===== config.mk =====
export PLATFORM = sky130hd
export DESIGN_NAME = lcd_shadow_diff_runs
export DESIGN_NICKNAME = d
export VERILOG_FILES = /design/src/lsdr_pkg.sv /design/src/lsdr_ram.sv /design/src/lsdr_store.sv /design/src/lsdr_seq.sv /design/src/lcd_shadow_diff_runs.sv
export SDC_FILE = /design/constraint.sdc
export NUM_CORES = 1
export LEC_CHECK = 0
export BUFFER_PORTS_ARGS = -buffer_cell sky130_fd_sc_hd__buf_2
export CORE_MARGIN = 2
export CORE_UTILIZATION = 40
export DETAILED_ROUTE_END_ITERATION = 12
export SYNTH_ARGS = -nofsm -noshare
export SYNTH_HDL_FRONTEND = slang
export SYNTH_SLANG_ARGS = --single-unit

===== constraint.sdc =====
create_clock -name clk -period 6.55 [get_ports clk]
set_input_delay 0.3275 -clock clk [delete_from_list [all_inputs] [get_ports clk]]
set_output_delay 0.3275 -clock clk [all_outputs]
set_load 0.01 [all_outputs]

===== src/lsdr_pkg.sv =====
// ----------------------------------------------------------------------------
// lsdr_pkg
// Shared types and constants of the shadowed character screen refresher.
// ----------------------------------------------------------------------------
`default_nettype none

package lsdr_pkg;

  // geometry defaults for the top level parameters
  localparam int MAX_ROWS_DEF = 2;
  localparam int MAX_COLS_DEF = 16;

  // byte a cell holds before it is ever written
  localparam logic [7:0] UNKNOWN_BYTE = 8'hFF;
  localparam logic [7:0] SPACE_CHAR   = 8'h20;
  localparam logic [7:0] CHAR_NONE    = 8'h00;

  // register reset values
  localparam logic [1:0] ROWS_RST = 2'd2;
  localparam logic [4:0] COLS_RST = 5'd16;

  // stream widths
  localparam int IN_TDATA_W  = 24;
  localparam int OUT_TDATA_W = 16;

  // configuration register indexes
  localparam logic [1:0] CFG_ROWS = 2'd0;
  localparam logic [1:0] CFG_COLS = 2'd1;

  typedef enum logic [1:0] {
    FN_WRITE  = 2'd0,
    FN_FILL   = 2'd1,
    FN_CLEAR  = 2'd2,
    FN_UPDATE = 2'd3
  } func_t;

  // write strobes from the sequencer to the screen store
  typedef struct packed {
    logic w_we;   // wanted screen
    logic s_we;   // shown screen
  } lsdr_wr_t;

endpackage

`default_nettype wire


===== src/lsdr_ram.sv =====
// ----------------------------------------------------------------------------
// lsdr_ram
// Generic single write port, single read port RAM with registered read.
// ----------------------------------------------------------------------------
`default_nettype none

module lsdr_ram #(
  parameter int WIDTH = 8,
  parameter int DEPTH = 32,
  localparam int AW = (DEPTH > 1) ? $clog2(DEPTH) : 1
) (
  input  wire logic             clk,
  input  wire logic             we,
  input  wire logic [AW-1:0]    waddr,
  input  wire logic [WIDTH-1:0] wdata,
  input  wire logic [AW-1:0]    raddr,
  output logic      [WIDTH-1:0] rdata
);

  logic [WIDTH-1:0] mem [DEPTH];

  always_ff @(posedge clk) begin
    if (we) begin
      mem[waddr] <= wdata;
    end
    rdata <= mem[raddr];
  end

endmodule

`default_nettype wire


===== src/lsdr_store.sv =====
// ----------------------------------------------------------------------------
// lsdr_store
// Wanted and shown screens: two RAMs plus per-cell valid bits. A cell that
// was not written since reset or the last geometry change reads as unknown.
// ----------------------------------------------------------------------------
`default_nettype none

module lsdr_store import lsdr_pkg::*; #(
  parameter int MAX_ROWS = MAX_ROWS_DEF,
  parameter int MAX_COLS = MAX_COLS_DEF,
  localparam int CELLS = MAX_ROWS * MAX_COLS,
  localparam int AW = (CELLS > 1) ? $clog2(CELLS) : 1
) (
  input  wire logic          clk,
  input  wire logic          rst_n,
  input  wire logic          clr,
  input  wire lsdr_wr_t      wr,
  input  wire logic [AW-1:0] w_addr,
  input  wire logic [7:0]    w_data,
  input  wire logic [AW-1:0] s_addr,
  input  wire logic [7:0]    s_data,
  input  wire logic [AW-1:0] rd_addr,
  output logic      [7:0]    rd_w,
  output logic      [7:0]    rd_s
);

  logic [CELLS-1:0] wv_r;
  logic [CELLS-1:0] sv_r;
  logic             wq_r;
  logic             sq_r;
  logic             rd_in;
  logic [7:0]       w_ram;
  logic [7:0]       s_ram;

  assign rd_in = (32'(rd_addr) < 32'(CELLS));

  always_ff @(posedge clk) begin
    if (!rst_n || clr) begin
      wv_r <= '0;
      sv_r <= '0;
    end else begin
      if (wr.w_we) begin
        wv_r[w_addr] <= 1'b1;
      end
      if (wr.s_we) begin
        sv_r[s_addr] <= 1'b1;
      end
    end
  end

  // valid flags are registered alongside the RAM read, so they line up with its data
  always_ff @(posedge clk) begin
    wq_r <= rd_in && wv_r[rd_addr];
    sq_r <= rd_in && sv_r[rd_addr];
  end

  lsdr_ram #(.WIDTH(8), .DEPTH(CELLS)) u_wanted (
    .clk  (clk),
    .we   (wr.w_we),
    .waddr(w_addr),
    .wdata(w_data),
    .raddr(rd_addr),
    .rdata(w_ram)
  );

  lsdr_ram #(.WIDTH(8), .DEPTH(CELLS)) u_shown (
    .clk  (clk),
    .we   (wr.s_we),
    .waddr(s_addr),
    .wdata(s_data),
    .raddr(rd_addr),
    .rdata(s_ram)
  );

  assign rd_w = wq_r ? w_ram : UNKNOWN_BYTE;
  assign rd_s = sq_r ? s_ram : UNKNOWN_BYTE;

endmodule

`default_nettype wire


===== src/lsdr_seq.sv =====
// ----------------------------------------------------------------------------
// lsdr_seq
// Request sequencer: fills the wanted screen one cell a cycle; on update walks
// both screens one cell a cycle unless stalled, through a single compare unit.
// ----------------------------------------------------------------------------
`default_nettype none

module lsdr_seq import lsdr_pkg::*; #(
  parameter int MAX_ROWS = MAX_ROWS_DEF,
  parameter int MAX_COLS = MAX_COLS_DEF,
  localparam int CELLS = MAX_ROWS * MAX_COLS,
  localparam int AW  = (CELLS > 1) ? $clog2(CELLS) : 1,
  localparam int IW  = $clog2(CELLS + 2),
  localparam int ERW = $clog2(MAX_ROWS + 1),
  localparam int ECW = $clog2(MAX_COLS + 1)
) (
  input  wire logic           clk,
  input  wire logic           rst_n,
  input  wire logic [ERW-1:0] eff_rows,
  input  wire logic [ECW-1:0] eff_cols,
  input  wire logic [IW-1:0]  n_cells,
  input  wire logic           in_vld,
  output logic                in_rdy,
  input  wire func_t          in_func,
  input  wire logic           in_row,
  input  wire logic [3:0]     in_col,
  input  wire logic [7:0]     in_char,
  input  wire logic [4:0]     in_count,
  output logic                out_vld,
  input  wire logic           out_rdy,
  output logic                out_row,
  output logic      [3:0]     out_col,
  output logic      [7:0]     out_char,
  output logic                out_start,
  output logic                out_last,
  output lsdr_wr_t            wr,
  output logic      [AW-1:0]  w_addr,
  output logic      [7:0]     w_data,
  output logic      [AW-1:0]  s_addr,
  output logic      [7:0]     s_data,
  output logic      [AW-1:0]  rd_addr,
  input  wire logic [7:0]     rd_w,
  input  wire logic [7:0]     rd_s
);

  typedef enum logic [2:0] {
    S_IDLE,
    S_FILL,
    S_LOAD,
    S_STEP,
    S_FLUSH
  } state_t;

  state_t         state_r,  state_nxt;
  logic [IW-1:0]  ptr_r,    ptr_nxt;
  logic [IW-1:0]  rem_r,    rem_nxt;
  logic [7:0]     fch_r,    fch_nxt;
  logic [ERW-1:0] row_r,    row_nxt;
  logic [ECW-1:0] col_r,    col_nxt;
  logic           dcur_r,   dcur_nxt;
  logic [7:0]     wcur_r,   wcur_nxt;
  logic           run_r,    run_nxt;
  logic           pv_r,     pv_nxt;
  logic           prow_r,   prow_nxt;
  logic [3:0]     pcol_r,   pcol_nxt;
  logic [7:0]     pchar_r,  pchar_nxt;
  logic           pstart_r, pstart_nxt;
  logic           ov_r,     ov_nxt;
  logic           orow_r,   orow_nxt;
  logic [3:0]     ocol_r,   ocol_nxt;
  logic [7:0]     ochar_r,  ochar_nxt;
  logic           ostart_r, ostart_nxt;
  logic           olast_r,  olast_nxt;

  logic [31:0]    avail;
  logic [31:0]    fill_len;
  logic [31:0]    wr_len;
  logic [31:0]    base;
  logic           on_screen;
  logic           cell_diff;
  logic           nxt_exists;
  logic           d_next;
  logic           emit;
  logic           out_free;
  logic           advance;
  logic [IW-1:0]  rd_full;

  // decode of a write or fill request
  assign on_screen = (32'(in_row) < 32'(eff_rows)) && (32'(in_col) < 32'(eff_cols));
  assign avail     = 32'(eff_cols) - 32'(in_col);
  assign fill_len  = (32'(in_count) > avail) ? avail : 32'(in_count);
  assign wr_len    = (in_func == FN_WRITE) ? ((in_count != 5'd0) ? 32'd1 : 32'd0)
                                           : fill_len;
  assign base      = in_row ? 32'(eff_cols) : 32'd0;

  // compare unit: a wanted zero is transparent and never differs
  assign cell_diff  = (rd_w != rd_s) && (rd_w != CHAR_NONE);
  assign nxt_exists = ({1'b0, ptr_r} + (IW+1)'(1)) < {1'b0, n_cells};
  assign d_next     = nxt_exists && cell_diff;
  // inside a run a matching cell is bridged when the next one differs
  assign emit       = run_r ? (dcur_r || d_next) : dcur_r;
  assign out_free   = !ov_r || out_rdy;
  assign advance    = !(emit && pv_r && !out_free);

  assign in_rdy = (state_r == S_IDLE);

  always_comb begin
    case (state_r)
      S_LOAD:  rd_full = ptr_r + IW'(1);
      S_STEP:  rd_full = advance ? (ptr_r + IW'(2)) : (ptr_r + IW'(1));
      default: rd_full = '0;
    endcase
  end
  assign rd_addr = rd_full[AW-1:0];

  assign wr.w_we = (state_r == S_FILL);
  assign w_addr  = ptr_r[AW-1:0];
  assign w_data  = fch_r;
  assign wr.s_we = (state_r == S_STEP) && advance && (emit || (wcur_r == CHAR_NONE));
  assign s_addr  = ptr_r[AW-1:0];
  assign s_data  = wcur_r;

  always_comb begin
    state_nxt  = state_r;
    ptr_nxt    = ptr_r;
    rem_nxt    = rem_r;
    fch_nxt    = fch_r;
    row_nxt    = row_r;
    col_nxt    = col_r;
    dcur_nxt   = dcur_r;
    wcur_nxt   = wcur_r;
    run_nxt    = run_r;
    pv_nxt     = pv_r;
    prow_nxt   = prow_r;
    pcol_nxt   = pcol_r;
    pchar_nxt  = pchar_r;
    pstart_nxt = pstart_r;
    ov_nxt     = ov_r && !out_rdy;
    orow_nxt   = orow_r;
    ocol_nxt   = ocol_r;
    ochar_nxt  = ochar_r;
    ostart_nxt = ostart_r;
    olast_nxt  = olast_r;

    case (state_r)
      S_IDLE: begin
        if (in_vld) begin
          case (in_func)
            FN_WRITE, FN_FILL: begin
              if (on_screen && (wr_len != 32'd0)) begin
                ptr_nxt   = IW'(base + 32'(in_col));
                rem_nxt   = IW'(wr_len);
                fch_nxt   = in_char;
                state_nxt = S_FILL;
              end
            end
            FN_CLEAR: begin
              if (n_cells != '0) begin
                ptr_nxt   = '0;
                rem_nxt   = n_cells;
                fch_nxt   = SPACE_CHAR;
                state_nxt = S_FILL;
              end
            end
            FN_UPDATE: begin
              if (n_cells != '0) begin
                ptr_nxt   = '0;
                row_nxt   = '0;
                col_nxt   = '0;
                run_nxt   = 1'b0;
                state_nxt = S_LOAD;
              end
            end
            default: state_nxt = S_IDLE;
          endcase
        end
      end

      S_FILL: begin
        ptr_nxt = ptr_r + IW'(1);
        rem_nxt = rem_r - IW'(1);
        if (rem_r == IW'(1)) begin
          state_nxt = S_IDLE;
        end
      end

      S_LOAD: begin
        dcur_nxt  = cell_diff;
        wcur_nxt  = rd_w;
        state_nxt = S_STEP;
      end

      S_STEP: begin
        if (advance) begin
          if (emit) begin
            if (pv_r) begin
              ov_nxt     = 1'b1;
              orow_nxt   = prow_r;
              ocol_nxt   = pcol_r;
              ochar_nxt  = pchar_r;
              ostart_nxt = pstart_r;
              olast_nxt  = 1'b0;
            end
            pv_nxt     = 1'b1;
            prow_nxt   = 1'(row_r);
            pcol_nxt   = 4'(col_r);
            pchar_nxt  = wcur_r;
            pstart_nxt = !run_r;
          end
          run_nxt  = emit;
          dcur_nxt = d_next;
          wcur_nxt = rd_w;
          ptr_nxt  = ptr_r + IW'(1);
          if (col_r == (eff_cols - ECW'(1))) begin
            col_nxt = '0;
            row_nxt = row_r + ERW'(1);
          end else begin
            col_nxt = col_r + ECW'(1);
          end
          if (!nxt_exists) begin
            state_nxt = S_FLUSH;
          end
        end
      end

      S_FLUSH: begin
        if (!pv_r) begin
          state_nxt = S_IDLE;
        end else if (out_free) begin
          ov_nxt     = 1'b1;
          orow_nxt   = prow_r;
          ocol_nxt   = pcol_r;
          ochar_nxt  = pchar_r;
          ostart_nxt = pstart_r;
          olast_nxt  = 1'b1;
          pv_nxt     = 1'b0;
          state_nxt  = S_IDLE;
        end
      end

      default: state_nxt = S_IDLE;
    endcase
  end

  always_ff @(posedge clk) begin
    if (!rst_n) begin
      state_r <= S_IDLE;
      run_r   <= 1'b0;
      pv_r    <= 1'b0;
      ov_r    <= 1'b0;
    end else begin
      state_r <= state_nxt;
      run_r   <= run_nxt;
      pv_r    <= pv_nxt;
      ov_r    <= ov_nxt;
    end
    ptr_r    <= ptr_nxt;
    rem_r    <= rem_nxt;
    fch_r    <= fch_nxt;
    row_r    <= row_nxt;
    col_r    <= col_nxt;
    dcur_r   <= dcur_nxt;
    wcur_r   <= wcur_nxt;
    prow_r   <= prow_nxt;
    pcol_r   <= pcol_nxt;
    pchar_r  <= pchar_nxt;
    pstart_r <= pstart_nxt;
    orow_r   <= orow_nxt;
    ocol_r   <= ocol_nxt;
    ochar_r  <= ochar_nxt;
    ostart_r <= ostart_nxt;
    olast_r  <= olast_nxt;
  end

  assign out_vld   = ov_r;
  assign out_row   = orow_r;
  assign out_col   = ocol_r;
  assign out_char  = ochar_r;
  assign out_start = ostart_r;
  assign out_last  = olast_r;

endmodule

`default_nettype wire


===== src/lcd_shadow_diff_runs.sv =====
// ----------------------------------------------------------------------------
// lcd_shadow_diff_runs
// Wanted/shown character screen pair with differential run output.
// ----------------------------------------------------------------------------
// Takes one request at a time; in_tready is low while a request is worked on.
// A write or fill writes its cells one after another, a clear every cell in
// use, both through the single write port of the wanted screen RAM. An
// update walks the cells in use: the compare unit looks at one cell per cycle
// through the shared read address of both screen RAMs, and the walk pauses
// whenever out_tready holds back a character. There is no clearing pass
// after reset or a geometry write: per-cell valid bits mark both screens
// unknown at once.
`default_nettype none

module lcd_shadow_diff_runs import lsdr_pkg::*; #(
  parameter int MAX_ROWS = MAX_ROWS_DEF,
  parameter int MAX_COLS = MAX_COLS_DEF
) (
  input  wire logic                   clk,
  input  wire logic                   rst_n,
  input  wire logic                   in_tvalid,
  output logic                        in_tready,
  // row[0], col[4:1], char_code[12:5], count[17:13], zero[23:18]
  input  wire logic [IN_TDATA_W-1:0]  in_tdata,
  // func[1:0]
  input  wire logic [1:0]             in_tuser,
  output logic                        out_tvalid,
  input  wire logic                   out_tready,
  // out_row[0], out_col[4:1], out_char[12:5], zero[15:13]
  output logic      [OUT_TDATA_W-1:0] out_tdata,
  // run_start[0]
  output logic      [0:0]             out_tuser,
  output logic                        out_tlast,
  input  wire logic                   cfg_valid,
  output logic                        cfg_ready,
  input  wire logic [1:0]             cfg_index,
  input  wire logic [7:0]             cfg_data
);

  localparam int CELLS = MAX_ROWS * MAX_COLS;
  localparam int AW  = (CELLS > 1) ? $clog2(CELLS) : 1;
  localparam int IW  = $clog2(CELLS + 2);
  localparam int ERW = $clog2(MAX_ROWS + 1);
  localparam int ECW = $clog2(MAX_COLS + 1);
  localparam int PW  = ERW + ECW;

  logic [1:0]     rows_r;
  logic [4:0]     cols_r;
  logic           clr;
  logic [ERW-1:0] eff_rows;
  logic [ECW-1:0] eff_cols;
  logic [PW-1:0]  prod;
  logic [IW-1:0]  n_cells;

  lsdr_wr_t       wr;
  logic [AW-1:0]  w_addr;
  logic [7:0]     w_data;
  logic [AW-1:0]  s_addr;
  logic [7:0]     s_data;
  logic [AW-1:0]  rd_addr;
  logic [7:0]     rd_w;
  logic [7:0]     rd_s;

  logic           o_row;
  logic [3:0]     o_col;
  logic [7:0]     o_char;
  logic           o_start;

  // configuration; a geometry change forgets both screens
  assign cfg_ready = 1'b1;
  assign clr = cfg_valid && ((cfg_index == CFG_ROWS) || (cfg_index == CFG_COLS));

  always_ff @(posedge clk) begin
    if (!rst_n) begin
      rows_r <= ROWS_RST;
      cols_r <= COLS_RST;
    end else if (cfg_valid) begin
      if (cfg_index == CFG_ROWS) begin
        rows_r <= cfg_data[1:0];
      end else if (cfg_index == CFG_COLS) begin
        cols_r <= cfg_data[4:0];
      end
    end
  end

  always_comb begin
    if (32'(rows_r) > 32'(MAX_ROWS)) begin
      eff_rows = ERW'(MAX_ROWS);
    end else begin
      eff_rows = ERW'(rows_r);
    end
    if (32'(cols_r) > 32'(MAX_COLS)) begin
      eff_cols = ECW'(MAX_COLS);
    end else begin
      eff_cols = ECW'(cols_r);
    end
  end

  assign prod    = PW'(eff_rows) * PW'(eff_cols);
  assign n_cells = IW'(prod);

  lsdr_seq #(.MAX_ROWS(MAX_ROWS), .MAX_COLS(MAX_COLS)) u_seq (
    .clk      (clk),
    .rst_n    (rst_n),
    .eff_rows (eff_rows),
    .eff_cols (eff_cols),
    .n_cells  (n_cells),
    .in_vld   (in_tvalid),
    .in_rdy   (in_tready),
    .in_func  (func_t'(in_tuser)),
    .in_row   (in_tdata[0]),
    .in_col   (in_tdata[4:1]),
    .in_char  (in_tdata[12:5]),
    .in_count (in_tdata[17:13]),
    .out_vld  (out_tvalid),
    .out_rdy  (out_tready),
    .out_row  (o_row),
    .out_col  (o_col),
    .out_char (o_char),
    .out_start(o_start),
    .out_last (out_tlast),
    .wr       (wr),
    .w_addr   (w_addr),
    .w_data   (w_data),
    .s_addr   (s_addr),
    .s_data   (s_data),
    .rd_addr  (rd_addr),
    .rd_w     (rd_w),
    .rd_s     (rd_s)
  );

  lsdr_store #(.MAX_ROWS(MAX_ROWS), .MAX_COLS(MAX_COLS)) u_store (
    .clk    (clk),
    .rst_n  (rst_n),
    .clr    (clr),
    .wr     (wr),
    .w_addr (w_addr),
    .w_data (w_data),
    .s_addr (s_addr),
    .s_data (s_data),
    .rd_addr(rd_addr),
    .rd_w   (rd_w),
    .rd_s   (rd_s)
  );

  assign out_tdata = {3'b000, o_char, o_col, o_row};
  assign out_tuser = o_start;

endmodule

`default_nettype wire


==> flow_metrics.tcl <==
set metrics [dict create \
    run_status "completed" \
    grt_pass1_vias 16800 \
    numCtsBuffers 67 \
    hp-start "in_tdata[6]" \
    grtUsageMet1_pct 25.6 \
    grt_pass1_wl_mm 102 \
    drive_gt1_share_pct 11.0 \
    vias 17400 \
    routabilityCongestion 0.867 \
    ys_seq_area_share_pct 68.9 \
    critical_path.cell_chain "nor2b_1 -> inv_1 -> nor2_1 -> ha_1 -> inv_1 -> fa_1 -> inv_1 -> a21o_1 -> a21oi_1 -> xnor2_1 -> ha_1 -> a221oi_1 -> o31a_1 -> o2111ai_2 -> a21boi_2 -> nor2_4 -> nor2_2 -> a32oi_1 -> a31oi_1 -> o211ai_1" \
    hold_viol_final 0 \
    p_total_uw 9970 \
    tns_ns 0 \
    rows 96 \
    ys_types 73 \
    wl_per_cell_um 21.4 \
    worst_ir_drop_vdd_mv 0.208 \
    crit_arrival_ns 6.22 \
    busiest_layer "met2" \
    die_y_um 268 \
    rsz0062_at_grt "false" \
    ys_ff_latch 671 \
    via_per_inst 5.49 \
    r2r_slack_ns 0.77 \
    insertion_delay_ns 0.60 \
    critPathLaunchType "flip-flop" \
    slew_violations 0 \
    dp_hpwl_mm 43.4 \
    tritoncts "yes" \
    mostFrequentLayoutCells "edfxtp_1, nand2_1, nor2_1" \
    grtUsageTotal_pct 18.9 \
    cpMostUsedCell "inv_1" \
    final_common_cell "edfxtp_1" \
    synth_area_leader_cell "edfxtp_1" \
    crit_fanout 15 \
    nFillCells 6103 \
    fin_crit_ns 5.78 \
    grt_overflow 0 \
    fmax_mhz 173 \
    worstSetupPathType "flip-flop to flip-flop" \
    cts-root-buf "clkbuf_16" \
    power_density_mw_per_mm2 315 \
    crit_path_top_delay_cell "nor2_2" \
    placeableCoreArea_mm2 0.0687 \
    finClkSkew_ns 0.0133 \
    maxSlewHeadroom_pct 19.2 \
    ys_async_sr_fraction_pct 0 \
    diodes 0 \
    clk_pin_slew_ns 0.06 \
    initial_utilization_pct 40.5 \
    timing.rr.end "u_store.u_wanted.rdata[1]" \
    reg2reg_from "cols_r[4]" \
    netlist_instances 2118 \
    holdPathStages 2 \
    ios 62 \
    required_ns 6.99 \
    dieWidth_um 268 \
    r2r_cells 20 \
    area_growth_pct 13.5 \
    cap_violations 0 \
    ant_nets 0 \
    num-nets-final 2267 \
    critPathCaptureType "flip-flop" \
    worst_pin_slew_ns 1.21 \
    postCtsResizedCells 0 \
    clock_path_buffers 3 \
    period_share_pct 88.2 \
    slowest_delay_ns 0.70 \
    syn_area_per_cell_um2 13.1 \
    drt-initial-drc-count 1545 \
    cts_setup_buffers 0 \
    wirelength_mm 68.0 \
    setup_viol 0 \
    p_leak_uw 0.0111 \
    hp-class "primary input to flip-flop" \
    clkSinkCount 671 \
    worst_hold_path.endpoint "u_seq.w_data[1]" \
    cts.htree.levels 3 \
    dieArea_mm2 0.0717 \
    antenna_found_initial 0 \
    synth_area_mm2 0.0278 \
    synthFlopType "edfxtp_1" \
    drc 0 \
    synth_top_cell_area_share_pct 62.1 \
    grt_max_degree 86 \
    synth_area_leaders "edfxtp_1, dfxtp_1, mux2i_1" \
    grt_util_met3_pct 2.91 \
    yosysWarnings 0 \
    use_met2_pct 30.8 \
    portBuffers 48 \
    first_pass_iters 6 \
    synth_edf_count 576 \
]
## where the power goes
group,internal [uW],total (uW),switching (uW)
Sequential,4780,4940,165
Clock,2360,3940,1580
Combinational,372,1080,712
## registers in the layout, summed over array words and instances, names as in the netlist, 2 cells and up
name	cells
u_store.u_shown.mem	256
u_store.u_wanted.mem	256
u_store.sv_r	32
u_store.wv_r	32
u_seq.out_char	8
u_seq.pchar_r	8
u_seq.s_data	8
u_seq.w_data	8
u_store.u_shown.rdata	8
u_store.u_wanted.rdata	8
u_seq.ptr_r	6
u_seq.rem_r	6
cols_r	5
u_seq.col_r	5
u_seq.out_col	4
u_seq.pcol_r	4
u_seq.state_r	3
rows_r	2
## cell type report
type | count | area, um2 | area share, %
Tap cell | 931 | 1160 | 3.69
Timing Repair Buffer | 119 | 876 | 2.77
Multi-Input combinational cell | 1300 | 7970 | 25.2
Clock inverter | 32 | 377 | 1.19
Inverter | 33 | 124 | 0.392
Sequential cell | 671 | 19200 | 60.7
Clock buffer | 89 | 1890 | 5.99
## cells by family (layout without fill, tap and decap cells)
family / Yosys count / after routing / synth area share, %
AND/OR/NAND/NOR: 729 / 729 / 11.7
other: 2 / 4 / 0.0270
AO/OA/AOI/OAI: 363 / 363 / 9.16
multiplexers: 138 / 138 / 4.99
XOR/XNOR: 32 / 32 / 1.01
adder cells (fa/ha/maj): 34 / 34 / 1.61
flip-flops: 671 / 671 / 68.9
buffers and inverters: 149 / 273 / 2.56
## per-stage QoR
stage / instances / hold slack (ns) / utilization (%) / area, um2 / setup slack (ns)
2_1_floorplan: 2120 / 0.400 / - / 27900 / 1.97
3_3_place_gp: 3043 / 0.401 / 42.5 / 29200 / 0.860
3_5_place_dp: 3043 / 0.405 / 42.5 / 29200 / 0.767
4_1_cts: 3175 / 0.000826 / 46.0 / 31600 / 0.773
5_1_grt: 3175 / 0.0187 / 46.0 / 31600 / 0.359
6_report: 3175 / 0.0195 / 46.0 / 31600 / 0.773
## Yosys cell counts, drive strengths merged (22+ instances only)
master,instances
edfxtp,576
nand2,323
nor2,181
mux2i,131
nand3,101
dfxtp,95
a22oi,70
buf,65
a21oi,61
o211ai,55
clkbuf,51
o21a,36
inv,33
a31oi,32
ha,31
o21ai,24
nand2b,22
## timing repair
action                                  in CTS  in global routing
hold endpoints to repair                    12                  0
endpoints found under the setup margin       0                  0
hold buffers                                11                  0
## worst max-delay path: cells and delay by family, from the launching register on
kind | cells | cell delay [ns]
XOR/XNOR | 1 | 0.31
AO/OA/AOI/OAI | 9 | 2.36
buffers and inverters | 3 | 0.30
flip-flops | 1 | 0.44
AND/OR/NAND/NOR | 4 | 1.31
adder cells (fa/ha/maj) | 3 | 0.89
## routing by layer
metal  vias up  routed length (um)
li1       8046                   -
met1      8667               29500
met2       613               32400
met3       105                4040
met4         0                2000
met5         -                   0
## how the worst max path moves through the flow
stage                     slack [ns]                         to       from  depth (start not counted)
after floorplan                 1.97  u_store.u_wanted.rdata[6]  cols_r[4]                         22
after global placement          0.86   u_store.u_shown.rdata[4]  cols_r[4]                         20
after detailed placement        0.77   u_store.u_shown.rdata[6]  cols_r[4]                         20
after CTS                       0.77   u_store.u_shown.rdata[4]  cols_r[4]                         20
after global routing            0.36               u_store.sq_r  cols_r[4]                         21
final                           0.77  u_store.u_wanted.rdata[1]  cols_r[4]                         20
(Power assumes the default switching activity.)
